===== src/rtl/core/spq_pkg.sv =====
`timescale 1ns / 1ps
`default_nettype none

package spq_pkg;

  // command codes
  localparam logic CMD_INSERT = 1'b0;
  localparam logic CMD_REMOVE = 1'b1;

  // result status codes
  typedef enum logic [1:0] {
    ST_INSERTED = 2'd0,
    ST_REMOVED  = 2'd1,
    ST_EMPTY    = 2'd2,
    ST_FULL     = 2'd3
  } status_e;

  // operation broadcast to every cell
  typedef struct packed {
    logic ins;
    logic rem;
  } op_t;

  // control handed from one cell to the next
  typedef struct packed {
    logic occ;    // cell holds an entry
    logic shift;  // cell's entry moves one place toward the tail on insert
  } link_t;

endpackage

`default_nettype wire


===== src/rtl/core/spq_cell.sv =====
`timescale 1ns / 1ps
`default_nettype none

module spq_cell #(
  parameter int IDX         = 0,
  parameter int CNT_W       = 9,
  parameter int KEY_BITS    = 32,
  parameter int HANDLE_BITS = 9
) (
  input  wire                     clk_i,
  input  spq_pkg::op_t            op_i,
  input  wire [CNT_W-1:0]         count_i,
  input  wire [KEY_BITS-1:0]      new_key_i,
  input  wire [HANDLE_BITS-1:0]   new_handle_i,
  input  spq_pkg::link_t          left_i,
  input  wire [KEY_BITS-1:0]      left_key_i,
  input  wire [HANDLE_BITS-1:0]   left_handle_i,
  input  wire [KEY_BITS-1:0]      right_key_i,
  input  wire [HANDLE_BITS-1:0]   right_handle_i,
  output spq_pkg::link_t          link_o,
  output logic [KEY_BITS-1:0]     key_o,
  output logic [HANDLE_BITS-1:0]  handle_o
);
  import spq_pkg::*;

  logic [KEY_BITS-1:0]    key_q, key_d;
  logic [HANDLE_BITS-1:0] handle_q, handle_d;
  logic                   occ;
  logic                   shift;
  logic                   place;

  assign occ   = count_i > CNT_W'(IDX);
  assign shift = occ && (new_key_i >= key_q);
  // new entry lands at the first shifting cell, or right after the tail
  assign place = !left_i.shift && (shift || (!occ && left_i.occ));

  always_comb begin
    key_d    = key_q;
    handle_d = handle_q;
    if (op_i.ins) begin
      if (left_i.shift) begin
        key_d    = left_key_i;
        handle_d = left_handle_i;
      end else if (place) begin
        key_d    = new_key_i;
        handle_d = new_handle_i;
      end
    end else if (op_i.rem) begin
      key_d    = right_key_i;
      handle_d = right_handle_i;
    end
  end

  always_ff @(posedge clk_i) begin
    key_q    <= key_d;
    handle_q <= handle_d;
  end

  assign link_o.occ   = occ;
  assign link_o.shift = shift;
  assign key_o        = key_q;
  assign handle_o     = handle_q;

endmodule

`default_nettype wire


===== config.mk =====
export PLATFORM = sky130hd
export DESIGN_NAME = spq_cell
export DESIGN_NICKNAME = d
export VERILOG_FILES = /design/src/rtl/core/spq_pkg.sv /design/src/rtl/core/spq_cell.sv
export SDC_FILE = /design/constraint.sdc
export NUM_CORES = 1
export LEC_CHECK = 0
export ABC_AREA = 1
export BUFFER_PORTS_ARGS = -buffer_cell sky130_fd_sc_hd__buf_2
export CORE_ASPECT_RATIO = 0.5
export CORE_MARGIN = 1
export CORE_UTILIZATION = 30
export CTS_BUF_LIST = sky130_fd_sc_hd__clkbuf_8
export DETAILED_ROUTE_END_ITERATION = 16
export GPL_TIMING_DRIVEN = 1
export HOLD_SLACK_MARGIN = 0.15
export RECOVER_POWER = 100
export SLEW_MARGIN = 10
export SYNTH_ARGS = -nofsm -noshare
export SYNTH_HDL_FRONTEND = slang
export SYNTH_SLANG_ARGS = --single-unit

===== constraint.sdc =====
create_clock -name clk_i -period 2.65 [get_ports clk_i]
set_clock_uncertainty 0.1 [all_clocks]
set_input_delay 0.265 -clock clk_i [delete_from_list [all_inputs] [get_ports clk_i]]
set_output_delay 0.265 -clock clk_i [all_outputs]
set_load 0.02 [all_outputs]

==> Word-level counts from Yosys, hierarchy flattened <==
Cells that the tools add are included.
{ "totals": {"word_cells": 21, "inputBits": 137, "out_inout_bits": 43, "latch_bits": 0, "rom_bits": 0, "mem_count": 0, "regBits": 41, "ram_bits": 0} }
{ "classes": {"n_shift": 0, "eq_ne": 1, "bitwise_logic": 0, "multipliers": 0, "n_reduce_logical": 8, "mux": 8, "order_cmp": 2, "addsub": 0, "div_mod_pow": 0} }
{ "op_table": {"columns": ["cell", "count"], "rows": [
  ["2-to-1 mux 32 bit", 4],
  ["2-to-1 mux 9 bit", 4],
  ["greater-or-equal comparator 32 bit", 1],
  ["> comparator 9 x 1 -> 1 bit (second input constant)", 1],
  ["logical AND 1 bit", 3],
  ["!= test 3 x 1 -> 1 bit (second input constant)", 1],
  ["zero test 1 bit", 2],
  ["AND reduction 2 bit", 1],
  ["nonzero test 2 bit", 1],
  ["logical OR 1 bit", 1]
]} }

==> Depth between registers and ports, before layout <==
Gate-level depths: netlist of the first run.
{ "logic_depth": {"depth_word": 8, "depth_mapped": 16, "mapped_depth_nobuf": 15} }

==> Worst setup path before layout of the first run <==
OpenSTA, ideal clock, no wires.
{ "synth_path": {"path_kind": "reg-to-reg", "startpoint": "register key_q[7], in the netlist key_o[7]", "endpoint": "register handle_q[0], in the netlist handle_o[0] (enable)", "path_stages_with_launch": 15, "arrival_time_ps": 2573, "setup_ps": 413, "path_slack_ps": -436, "n_path_buf": 0, "t_required_ps": 2137, "period_less_slack_ps": 3086, "path_cell_list": "edfxtp_1 inv_1 ha_1 nand2_1 inv_2 nand2_2 nor2_2 nor2_1 nand2_1 nand2_1 nand2_1 nand2_1 nand2_1 nand2_2 a21oi_2"} }
{ "synth_via": {"elab_chain_len": 6} }
{ "synth_rtl": {"columns": ["element", "line_no", "source"], "rows": [
  ["start, declared", "spq_cell.sv:26", "logic [KEY_BITS-1:0] key_q, key_d;"],
  ["start signal, assigned", "spq_cell.sv:55", "key_q <= key_d;"],
  ["greater-or-equal comparator 32 bit", "spq_cell.sv:33", "assign shift = occ && (new_key_i >= key_q);"],
  ["logical AND 1 bit", "spq_cell.sv:33", null],
  ["logical OR 1 bit", "spq_cell.sv:35", "assign place = !left_i.shift && (shift || (!occ && left_i.occ));"],
  ["logical AND 1 bit", "spq_cell.sv:35", null],
  ["!= test 3 x 1 -> 1 bit (no line)", null, null],
  ["AND reduction 2 bit (no line)", null, null],
  ["end signal, assigned", "spq_cell.sv:56", "handle_q <= handle_d;"],
  ["end, declared", "spq_cell.sv:27", "logic [HANDLE_BITS-1:0] handle_q, handle_d;"]
]} }
No other way between the ends.
A chain may end at the register's enable or synchronous reset.

==> results of run 1 <==
-- metrics by stage --
| step | power [mW] | instance area [sq um] |
|---|---|---|
| 2_1_floorplan | 1.23 | 2970 |
| 3_3_place_gp | 1.48 | 4000 |
| 3_5_place_dp | 1.49 | 4000 |
| 4_1_cts | 1.93 | 4290 |
| 5_1_grt | 2.00 | 4210 |
| 6_report | 1.87 | 4210 |
-- cells by family (layout without fill, tap and decap cells) --
kind of cell | Yosys count | in the layout | share of synthesized area (%)
adder cells (fa/ha/maj) | 32 | 32 | 13.5
buffers and inverters | 63 | 258 | 8.40
AND/OR/NAND/NOR | 136 | 136 | 18.4
flip-flops | 41 | 41 | 41.6
AO/OA/AOI/OAI | 105 | 105 | 18.2
-- area by class of cell --
class	count	area [sq um]	share of cell area [%]
Inverter	45	169	4.01
Clock buffer	5	68.8	1.63
Multi-Input combinational cell	273	1470	35.0
Tap cell	135	169	4.01
Clock inverter	2	11.3	0.267
Timing Repair Buffer	206	1090	25.9
Sequential cell	41	1230	29.2
-- Yosys cell counts --
master,number,area share [%]
nand2_2,3,0.63
nor2_4,1,0.38
inv_2,2,0.25
edfxtp_1,41,42
nor2_2,2,0.42
a21oi_2,2,0.59
o21ai_0,62,10
nand2_1,74,9.4
buf_2,3,0.51
a21oi_1,15,2.5
buf_4,2,0.51
nor3_1,3,0.51
nand4_1,3,0.63
ha_1,32,14
inv_1,43,5.4
clkbuf_1,12,1.5
o21ai_1,24,4.1
nand3_1,2,0.34
clkbuf_2,1,0.17
o21a_1,2,0.51
nor2_1,48,6.1
-- worst max-delay path: stages, from the launching register on --
cell	delay, ns
edfxtp_1	0.36
inv_1	0.05
ha_1	0.30
nand2_1	0.05
o21ai_0	0.25
a21oi_2	0.09
nand2_1	0.10
nand2_1	0.05
nand2_1	0.05
nand2_1	0.06
inv_1	0.05
clkbuf_1	0.25
-- worst min path at each step --
stage | end | startpoint | slack, ns
floorplan | handle_o[0]$_DFFE_PP_ | right_handle_i[0] | 0.36
global placement | key_o[9]$_DFFE_PP_ | right_key_i[9] | 0.45
detailed placement | key_o[6]$_DFFE_PP_ | right_key_i[6] | 0.45
CTS | handle_o[8]$_DFFE_PP_ | right_handle_i[8] | 0.15
global route | key_o[21]$_DFFE_PP_ | right_key_i[21] | 0.17
finish | handle_o[1]$_DFFE_PP_ | right_handle_i[1] | 0.15
-- registers in the layout, indices dropped and copies added (netlist names) --
signal and flops:
key_o 32, handle_o 9
-- repair_timing --
item	4_1_cts	5_1_grt
endpoints found under the setup margin	0	0
hold buffers	21	0
hold endpoints to repair	21	0
-- routing by layer --
layer  GRT usage, %  share of wire, %
met5              0                 0
met3           2.31               3.4
met4           5.50               2.2
met2           32.2                50
met1           21.4                45
-- power by group through the flow --
| stage | clock (mW) | sequential (mW) | combinational, mW |
|---|---|---|---|
| floorplan | 0 | 0.949 | 0.279 |
| global placement | 0 | 0.851 | 0.630 |
| detailed placement | 0 | 0.854 | 0.633 |
| CTS | 0.428 | 0.839 | 0.660 |
| global route | 0.447 | 0.850 | 0.703 |
| finish | 0.408 | 0.841 | 0.621 |
==> results.md, run 1 <==
* Slew Limit Fails at 0
* H-tree lvl count at 2
* Row Count at 25
* Die ar. at 10300 sq um
* Sequential cell fraction of total power at 45.0%
* Syn Area/Cell at 7.86 sq um
* Mapped Cells at 377
* Most frequent cells in the layout: buf_2 (136), o21ai_0 (81), nand2_1 (75)
* DRT Pass-1 Iters at 5
* Port buffer count at 179
* CTS tree: done
* RR Endpoint: key_o[28]$_DFFE_PP_
* Worst endpoint required time at 2.29 ns
* Sequential cell area fraction in the yosys report at 41.6%
* R2R setup slack at 0.36 ns
* Fillers at 1014
* Critical path fanouts, max at 3
* Largest net degree at the start of global routing at 45
* Min Tclk post-route at 2.31 ns
* Placed Cells incl. Taps at 679
* First-pass GRT wire length at 14200 microns
* Sw Ratio at 34.4%
* IO Pins at 180
* Post_cts resized at 0
* P_sw at 0.643 mW
* Die height at 72.3 microns
* DRC Markers at 0
* # diodes at 0
* Critical Path Sink Type: output port
* Clk slew on worst S/H paths at 0.09 ns
* Tot GR Track Use at 17.5%
* WS Path Type: reg2out
* Power Dens Cells at 444 nW/um^2
* Max Cap Viol at 0
* Slew at the pin with the worst max-slew slack at 1.05 ns
* Post-Syn Nets at 546
* Slew Limit Headroom at 29.8%
* Initial drt markers at 118
* Crit start category: flop
* Reg-to-Reg Start: key_o[11]$_DFFE_PP_
* Worst hold slack at 0.152 ns
* Hold Vio Cnt, Final at 0
* Hold crit path type: in2reg
* P_leak at 2.04 nW
* Cell variety after synth at 21
* Period utilisation layout at 87.1%
* Routed len/inst at 12.9 microns
* F_max at 0.433 GHz
* Via Count at 3142
* Total setup buffers inserted after CTS at 0
* Peak supply drop at 0.000184 V
* DIE WIDTH at 143 microns
* RD Place Congestion at 0.761
* CTS buffer count at 5
* CTS Buffer Depth at 2
* Layout Cells excl Fill at 707
* Internal power at 1.23 mW
* Worst-Skew Late Latency at 0.30 ns
* Final WL at 9150 microns
* RSZ-0062 raised after global routing: no
* Area growth syn-to-layout at 42.2%
* Warnings from Yosys at 0
* Final worst slack at 0.343 ns
* Core ar. at 9510 sq um
* Reg2reg path depth at 11
* TNS Setup at 0 ns
* Clock share of power at 21.8%
* DP Wirelength at 6940 microns
* Share of cells above drive strength 1 at 26.7%
* Crit path from: key_o[11]$_DFFE_PP_
* Worst slack, placed at 0.372 ns
* Initial Util at 31.2%
* Root Driver: clkbuf_8
* Seq cells post-synth at 41
* Antenna viol nets, final at 0
* Via/cell ratio at 4.44
* Antenna violations before repair at 0
* Leading cell type in the layout, fill and taps excluded: buf_2
* Mapped Area at 2960 sq um
* Grt ovf at 0
* Post-layout net count at 741
* # setup viols final at 0
* Vias in the first global route at 3010
* Hold Path Depth at 3
* Status: finished clean
* Crit path DAT at 1.94 ns
* Worst setup path end: link_o[0]
* Clock Sink Count at 41
* Gate power share at 33.2%
* Fin util at 44.3%
No activity file was read; power rests on OpenSTA's default activity.
==> run 2: changes to the inputs <==
Settings changed: MAX_ROUTING_LAYER from default to met4.
==> results.md, run 2 (synthesis results as in run 1) <==
* Worst-Skew Late Latency at 0.30 ns (about the same)
* Crit-path most repeated cell: nand2_1
* Post_cts resized at 0 (unchanged)
* Chain of cells forming the critical path: inv_1 > ha_1 > nand2_1 > o21ai_0 > a21oi_2 > nand2_1 > nand2_1 > nand2_1 > nand2_1 > inv_1 > clkbuf_1
* # setup viols final at 0 (unchanged)
* # diodes at 0 (unchanged)
* # hold bufs at CTS at 21 (unchanged)
* Crit start category: flop
* Largest register FFs at 32 (unchanged)
* IO Pins at 180 (unchanged)
* First-pass GRT wire length at 14200 microns (unchanged)
* Crit-path max cell delay at 0.36 ns (about the same)
* RSZ-0062 raised after global routing: no
* Max Cap Viol at 0 (unchanged)
* Crit path DAT at 1.94 ns (about the same)
* Antenna violations before repair at 0 (unchanged)
* Root Driver: clkbuf_8
* WS Path Type: reg2out
* Antenna viol nets, final at 0 (unchanged)
* Core ar. at 9510 sq um (unchanged)
* Area growth syn-to-layout at 42.2% (unchanged)
* Critical path fanouts, max at 3 (unchanged)
* DRC Markers at 0 (unchanged)
* DP Wirelength at 6940 microns (unchanged)
* Clk slew on worst S/H paths at 0.09 ns (about the same)
* Post-layout net count at 741 (unchanged)
* Die height at 72.3 microns (unchanged)
* F_max at 0.434 GHz (about the same)
* Row Count at 25 (unchanged)
* Die ar. at 10300 sq um (unchanged)
* H-tree lvl count at 2 (unchanged)
* Leading cell type in the layout, fill and taps excluded: buf_2
* DIE WIDTH at 143 microns (unchanged)
* Initial drt markers at 125 (+5.9%)
* Port buffer count at 179 (unchanged)
* Slew Limit Fails at 0 (unchanged)
* Fin util at 44.3% (unchanged)
* Largest net degree at the start of global routing at 45 (unchanged)
* P_leak at 2.04 nW (unchanged)
* Via Count at 3143 (+0.032%)
* Tot GR Track Use at 18.0% (+0.57 points)
* Slew Limit Headroom at 30.0% (+0.22 points)
* Total setup buffers inserted after CTS at 0 (unchanged)
* Delay-heaviest family, CP: flip-flops
* Clock Sink Count at 41 (unchanged)
* TNS Setup at 0 ns (unchanged)
* Initial Util at 31.2% (unchanged)
* Min Tclk post-route at 2.31 ns (-0.000413 ns)
* Critical Path Sink Type: output port
* Hold crit path type: in2reg
* Power, Total at 1.87 mW (about the same)
* Share of cells above drive strength 1 at 26.7% (unchanged)
* Slowest cell on the critical path: edfxtp_1
* RD Place Congestion at 0.771 (+1.3%)
* Hold Vio Cnt, Final at 0 (unchanged)
* Final WL at 9150 microns (about the same)
* Routed len/inst at 12.9 microns (about the same)
* Slew at the pin with the worst max-slew slack at 1.05 ns (-0.00323 ns)
* Vias in the first global route at 3010 (unchanged)
* CTS buffer count at 5 (unchanged)
* CTS tree: done
* Period utilisation layout at 87.0% (about the same)
* Via/cell ratio at 4.45 (about the same)
* Power Dens Cells at 444 nW/um^2 (about the same)
* Status: finished clean
* Grt ovf at 0 (unchanged)
* Worst endpoint required time at 2.29 ns (about the same)
* Buf+Inv Stages, Crit Path at 3 (unchanged)
* Most frequent cells in the layout: buf_2 (136), o21ai_0 (81), nand2_1 (75)
* DRT Pass-1 Iters at 5 (unchanged)
* CTS Buffer Depth at 2 (unchanged)
* Peak supply drop at 0.000184 V (about the same)
-- run 2: cell counts in the layout (fill, tap and decap cells not counted) --
No cell type changed its count.
-- run 2: final timing paths --
path / start / to / slack, ns / cells past startpoint
hold reg to reg: key_o[16]$_DFFE_PP_ / key_o[13]$_DFFE_PP_ / 1.37 / 9
setup / recovery: key_o[11]$_DFFE_PP_ / link_o[0] / 0.34 / 11
hold / removal: right_handle_i[1] / handle_o[1]$_DFFE_PP_ / 0.15 / 3
setup reg to reg: key_o[11]$_DFFE_PP_ / key_o[28]$_DFFE_PP_ / 0.36 / 11
-- run 2: tightest hold or removal path, stage by stage --
cell,delay [ns]
buf_2,0.08
nand2_1,0.04
o21ai_0,0.06
-- run 2: per-stage QoR --
stage	hold WS, ns	cells	cell area (sq um)	worst slack (ns)
floorplan	0.356	377	2970	0.0550
global placement	0.447	679	4000	0.396
detailed placement	0.454	679	4000	0.372
CTS	0.150	707	4290	0.361
global route	0.166	707	4210	0.0862
finish	0.152	707	4210	0.343
-- run 2: power breakdown --
group	internal, mW	total [mW]	switching [mW]
combinational	0.241	0.621	0.380
clock	0.177	0.409	0.231
sequential	0.809	0.841	0.0318
-- run 2: cell type report --
class,count,area [sq um]
timing repair buffer,206,1090
inverter,45,169
clock buffer,5,68.8
tap,135,169
fill,1014,5300
sequential,41,1230
clock inverter,2,11.3
multi-input combinational,273,1470
-- run 2: metal layers --
| layer | track usage, % | wire length, microns | part of all wire, % | vias to the layer above |
|---|---|---|---|---|
| met2 | 32.2 | 4540 | 50 | 67 |
| met1 | 21.5 | 4130 | 45 | 1412 |
| li1 | - | - | - | 1649 |
| met5 | - | 0 | 0 | - |
| met4 | 5.50 | 199 | 2.2 | 0 |
| met3 | 2.24 | 283 | 3.1 | 15 |
==> run 3: changes to the inputs <==
Settings changed: ABC_AREA 1 to default, CORE_UTILIZATION 30 to 45, PLACE_DENSITY from default to 0.83.
Clock period 2.65 ns to 2.6 ns, I/O delays scaled along.
==> results.md, run 3 <==
* Status: complete, but fails checks
* Failing checks: max-capacitance violations, max-slew violations
* Worst slack, placed at 0.0735 ns (-0.298 ns)
* Mapped Area at 2970 sq um (+0.21%)
* P_sw at 0.630 mW (-2.2%)
* IO Pins at 180 (unchanged)
* Crit-path max cell delay at 0.39 ns (+0.03 ns)
* Synth top area cells: edfxtp_1 (41%), mux2i_1 (14%), ha_1 (13%)
* DP Wirelength at 6220 microns (-10%)
* Crit start category: flop
* Sw Ratio at 31.5% (-2.9 points)
* Internal power at 1.37 mW (+11%)
* Post-layout net count at 644 (-13%)
* Delay-heaviest family, CP: compound AO/OA/AOI/OAI gates
* Final WL at 7560 microns (-17%)
* Mapped Cells at 300 (-20%)
* Cell variety after synth at 31 (+48%)
* Slew at the pin with the worst max-slew slack at 1.75 ns (+0.704 ns)
* List of most frequent post-synthesis cells: a21oi_1 (54), nor2_1 (45), edfxtp_1 (41), mux2i_1 (41)
* Slew Limit Headroom at -17.0% (-47 points)
* Slew Limit Fails at 26 (+26)
* Chain of cells forming the critical path: ha_1 > nand2b_4 > a2111oi_4 > nor4b_4 > o41ai_4 > a21boi_1 > buf_4
* Most frequent cells in the layout: buf_2 (135), a21oi_1 (51), nor2_1 (45), clkbuf_1 (45)
* First-pass GRT wire length at 11500 microns (-19%)
* Crit path DAT at 2.15 ns (+0.21 ns)
* Power Dens Cells at 486 nW/um^2 (+9.5%)
* DRT Pass-1 Iters at 4 (-1)
* DRC Markers at 0 (unchanged)
* Hold crit path type: in2reg
* Via/cell ratio at 5.02 (+13%)
* Syn Area/Cell at 9.90 sq um (+26%)
* Initial drt markers at 63 (-50%)
* Period utilisation layout at 96.6%
* Warnings from Yosys at 0 (unchanged)
* Most instantiated library cell after synthesis: a21oi_1
* Leading cell type in the layout, fill and taps excluded: buf_2
* Clk slew on worst S/H paths at 0.08 ns (about the same)
* Vias in the first global route at 2581 (-14%)
* Tot GR Track Use at 22.2% (+4.2 points)
* Core ar. at 6210 sq um (-35%)
* Clock share of power at 25.8% (+4.0 points)
* Share of cells above drive strength 1 at 34.5% (+7.7 points)
* WS Path Type: reg2out
* Peak supply drop at 0.000248 V (+34%)
* CTS buffer count at 5 (unchanged)
* # diodes at 0 (unchanged)
* Max Cap Viol at 1 (+1)
* Worst-Skew Late Latency at 0.29 ns (about the same)
* Root Driver: clkbuf_8
* TNS Setup at 0 ns (unchanged)
* Post-synth EDFFs at 41 (unchanged)
* Port buffer count at 179 (unchanged)
* Total setup buffers inserted after CTS at 0 (unchanged)
* Seq cells post-synth at 41 (unchanged)
* Min Tclk post-route at 2.51 ns
* Critical Path Sink Type: output port
* CTS Buffer Depth at 2 (unchanged)
* Final worst slack at 0.0889 ns (-0.254 ns)
* Via Count at 2832 (-9.9%)
* DIE WIDTH at 117 microns (-18%)
* Post-Syn Nets at 469 (-14%)
* P_leak at 1.98 nW (-3.0%)
* Grt ovf at 0 (unchanged)
* Sequential cell fraction of total power at 42.5% (-2.5 points)
* Hold Vio Cnt, Final at 0 (unchanged)
* RD Place Congestion at 0.794 (+3.0%)
* Antenna viol nets, final at 0 (unchanged)
* Area growth syn-to-layout at 38.4%
* H-tree lvl count at 2 (unchanged)
* Buf+Inv Stages, Crit Path at 1 (-2)
* Share of flip-flops with an asynchronous set or reset at 0% (unchanged)
* Die ar. at 6950 sq um (-33%)
* R2R setup slack at 0.13 ns (-0.23 ns)
* Die height at 59.4 microns (-18%)
* Initial Util at 47.8% (+17 points)
* Antenna violations before repair at 0 (unchanged)
* # setup viols final at 0 (unchanged)
* Fin util at 66.2% (+22 points)
* CTS tree: done
* Top_reg_cell synth: edfxtp_1
* Slowest cell on the critical path: edfxtp_1
* Row Count at 20 (-20%)
* RSZ-0062 raised after global routing: yes
* Critical path fanouts, max at 2 (-1)
* Largest net degree at the start of global routing at 79 (+76%)
* Yosys top cell area share at 41.5% (-0.088 points)
* Routed len/inst at 13.4 microns (+3.5%)
* Largest register FFs at 32 (unchanged)
* Sequential cell area fraction in the yosys report at 41.5% (-0.088 points)
* Area leader, netlist: edfxtp_1
* Gate power share at 31.8% (-1.4 points)
* Worst endpoint required time at 2.24 ns (-0.05 ns)
* F_max at 0.398 GHz
* Clock Sink Count at 41 (unchanged)
[run 3: cell count changes in the layout (fill, tap and decap cells not counted), moves of 3 or more]
cell	change
nor2_1	-4
nand4_1	+3
ha_4	+5
ha_1	-5
a21oi_1	+35
dlygate4sd3_1	-21
mux2i_1	+41
o21ai_0	-79
o21ai_1	-4
nand2_1	-68
inv_1	-13
[run 3: cell families (layout without fill, tap and decap cells)]
family          count (synthesis)  in the layout  share of synthesized area (%)
simple gates                   71             71                           11.5
fa+ha+maj                      32             32                           13.5
flops                          41             41                           41.5
mux                            41             41                           13.8
compound gates                 67             67                           13.2
buf+inv                        48            224                           6.49
[run 3: power groups by stage]
stage | clock network [mW] | registers, mW | logic [mW]
finish | 0.514 | 0.848 | 0.635
global placement | 0 | 0.858 | 0.612
global route | 0.553 | 0.858 | 0.706
floorplan | 0 | 0.952 | 0.293
CTS | 0.517 | 0.847 | 0.633
detailed placement | 0 | 0.861 | 0.630
[run 3: tightest hold or removal path: stages]
cell and delay [ns]:
buf_2 0.07, nor2_1 0.03, a21oi_1 0.09
[run 3: what timing repair did]
action | in CTS | in global routing
endpoints found under the setup margin | 0 | 26
resized for setup | 0 | 11
hold buffers | 0 | 0
[run 3: layout make-up]
class / count / area [sq um]
Fill cell: 553 / 2100
Multi-Input combinational cell: 211 / 1660
Sequential cell: 41 / 1230
Timing Repair Buffer: 184 / 876
Inverter: 32 / 120
Tap cell: 88 / 110
Clock buffer: 5 / 68.8
Clock inverter: 3 / 41.3
[run 3: final timing paths]
| kind | endpoint | depth (start not counted) | startpoint |
|---|---|---|---|
| hold / removal | key_o[23]$_DFFE_PP_ | 3 | right_key_i[23] |
| setup / recovery | link_o[0] | 7 | key_o[0]$_DFFE_PP_ |
| setup reg to reg | key_o[21]$_DFFE_PP_ | 8 | key_o[14]$_DFFE_PP_ |
| hold reg to reg | key_o[8]$_DFFE_PP_ | 7 | key_o[16]$_DFFE_PP_ |
[run 3: per-stage QoR]
stage                     cells  cell area (sq um)  total power, mW  hold slack, ns
after floorplan             300               3020             1.25           0.386
after global placement      556               3990             1.47           0.478
after detailed placement    556               3990             1.49           0.488
after CTS                   564               4100             2.00           0.179
after global routing        564               4110             2.12           0.180
final                       564               4110             2.00           0.184
[run 3: metal layers]
| metal | vias up | share of wire, % | GRT usage, % |
|---|---|---|---|
| met1 | 1323 | 42 | 25.2 |
| met3 | 8 | 3.7 | 3.89 |
| met2 | 68 | 53 | 41.9 |
| met4 | 0 | 1.0 | 4.16 |
| li1 | 1433 | - | - |
| met5 | - | 0 | - |
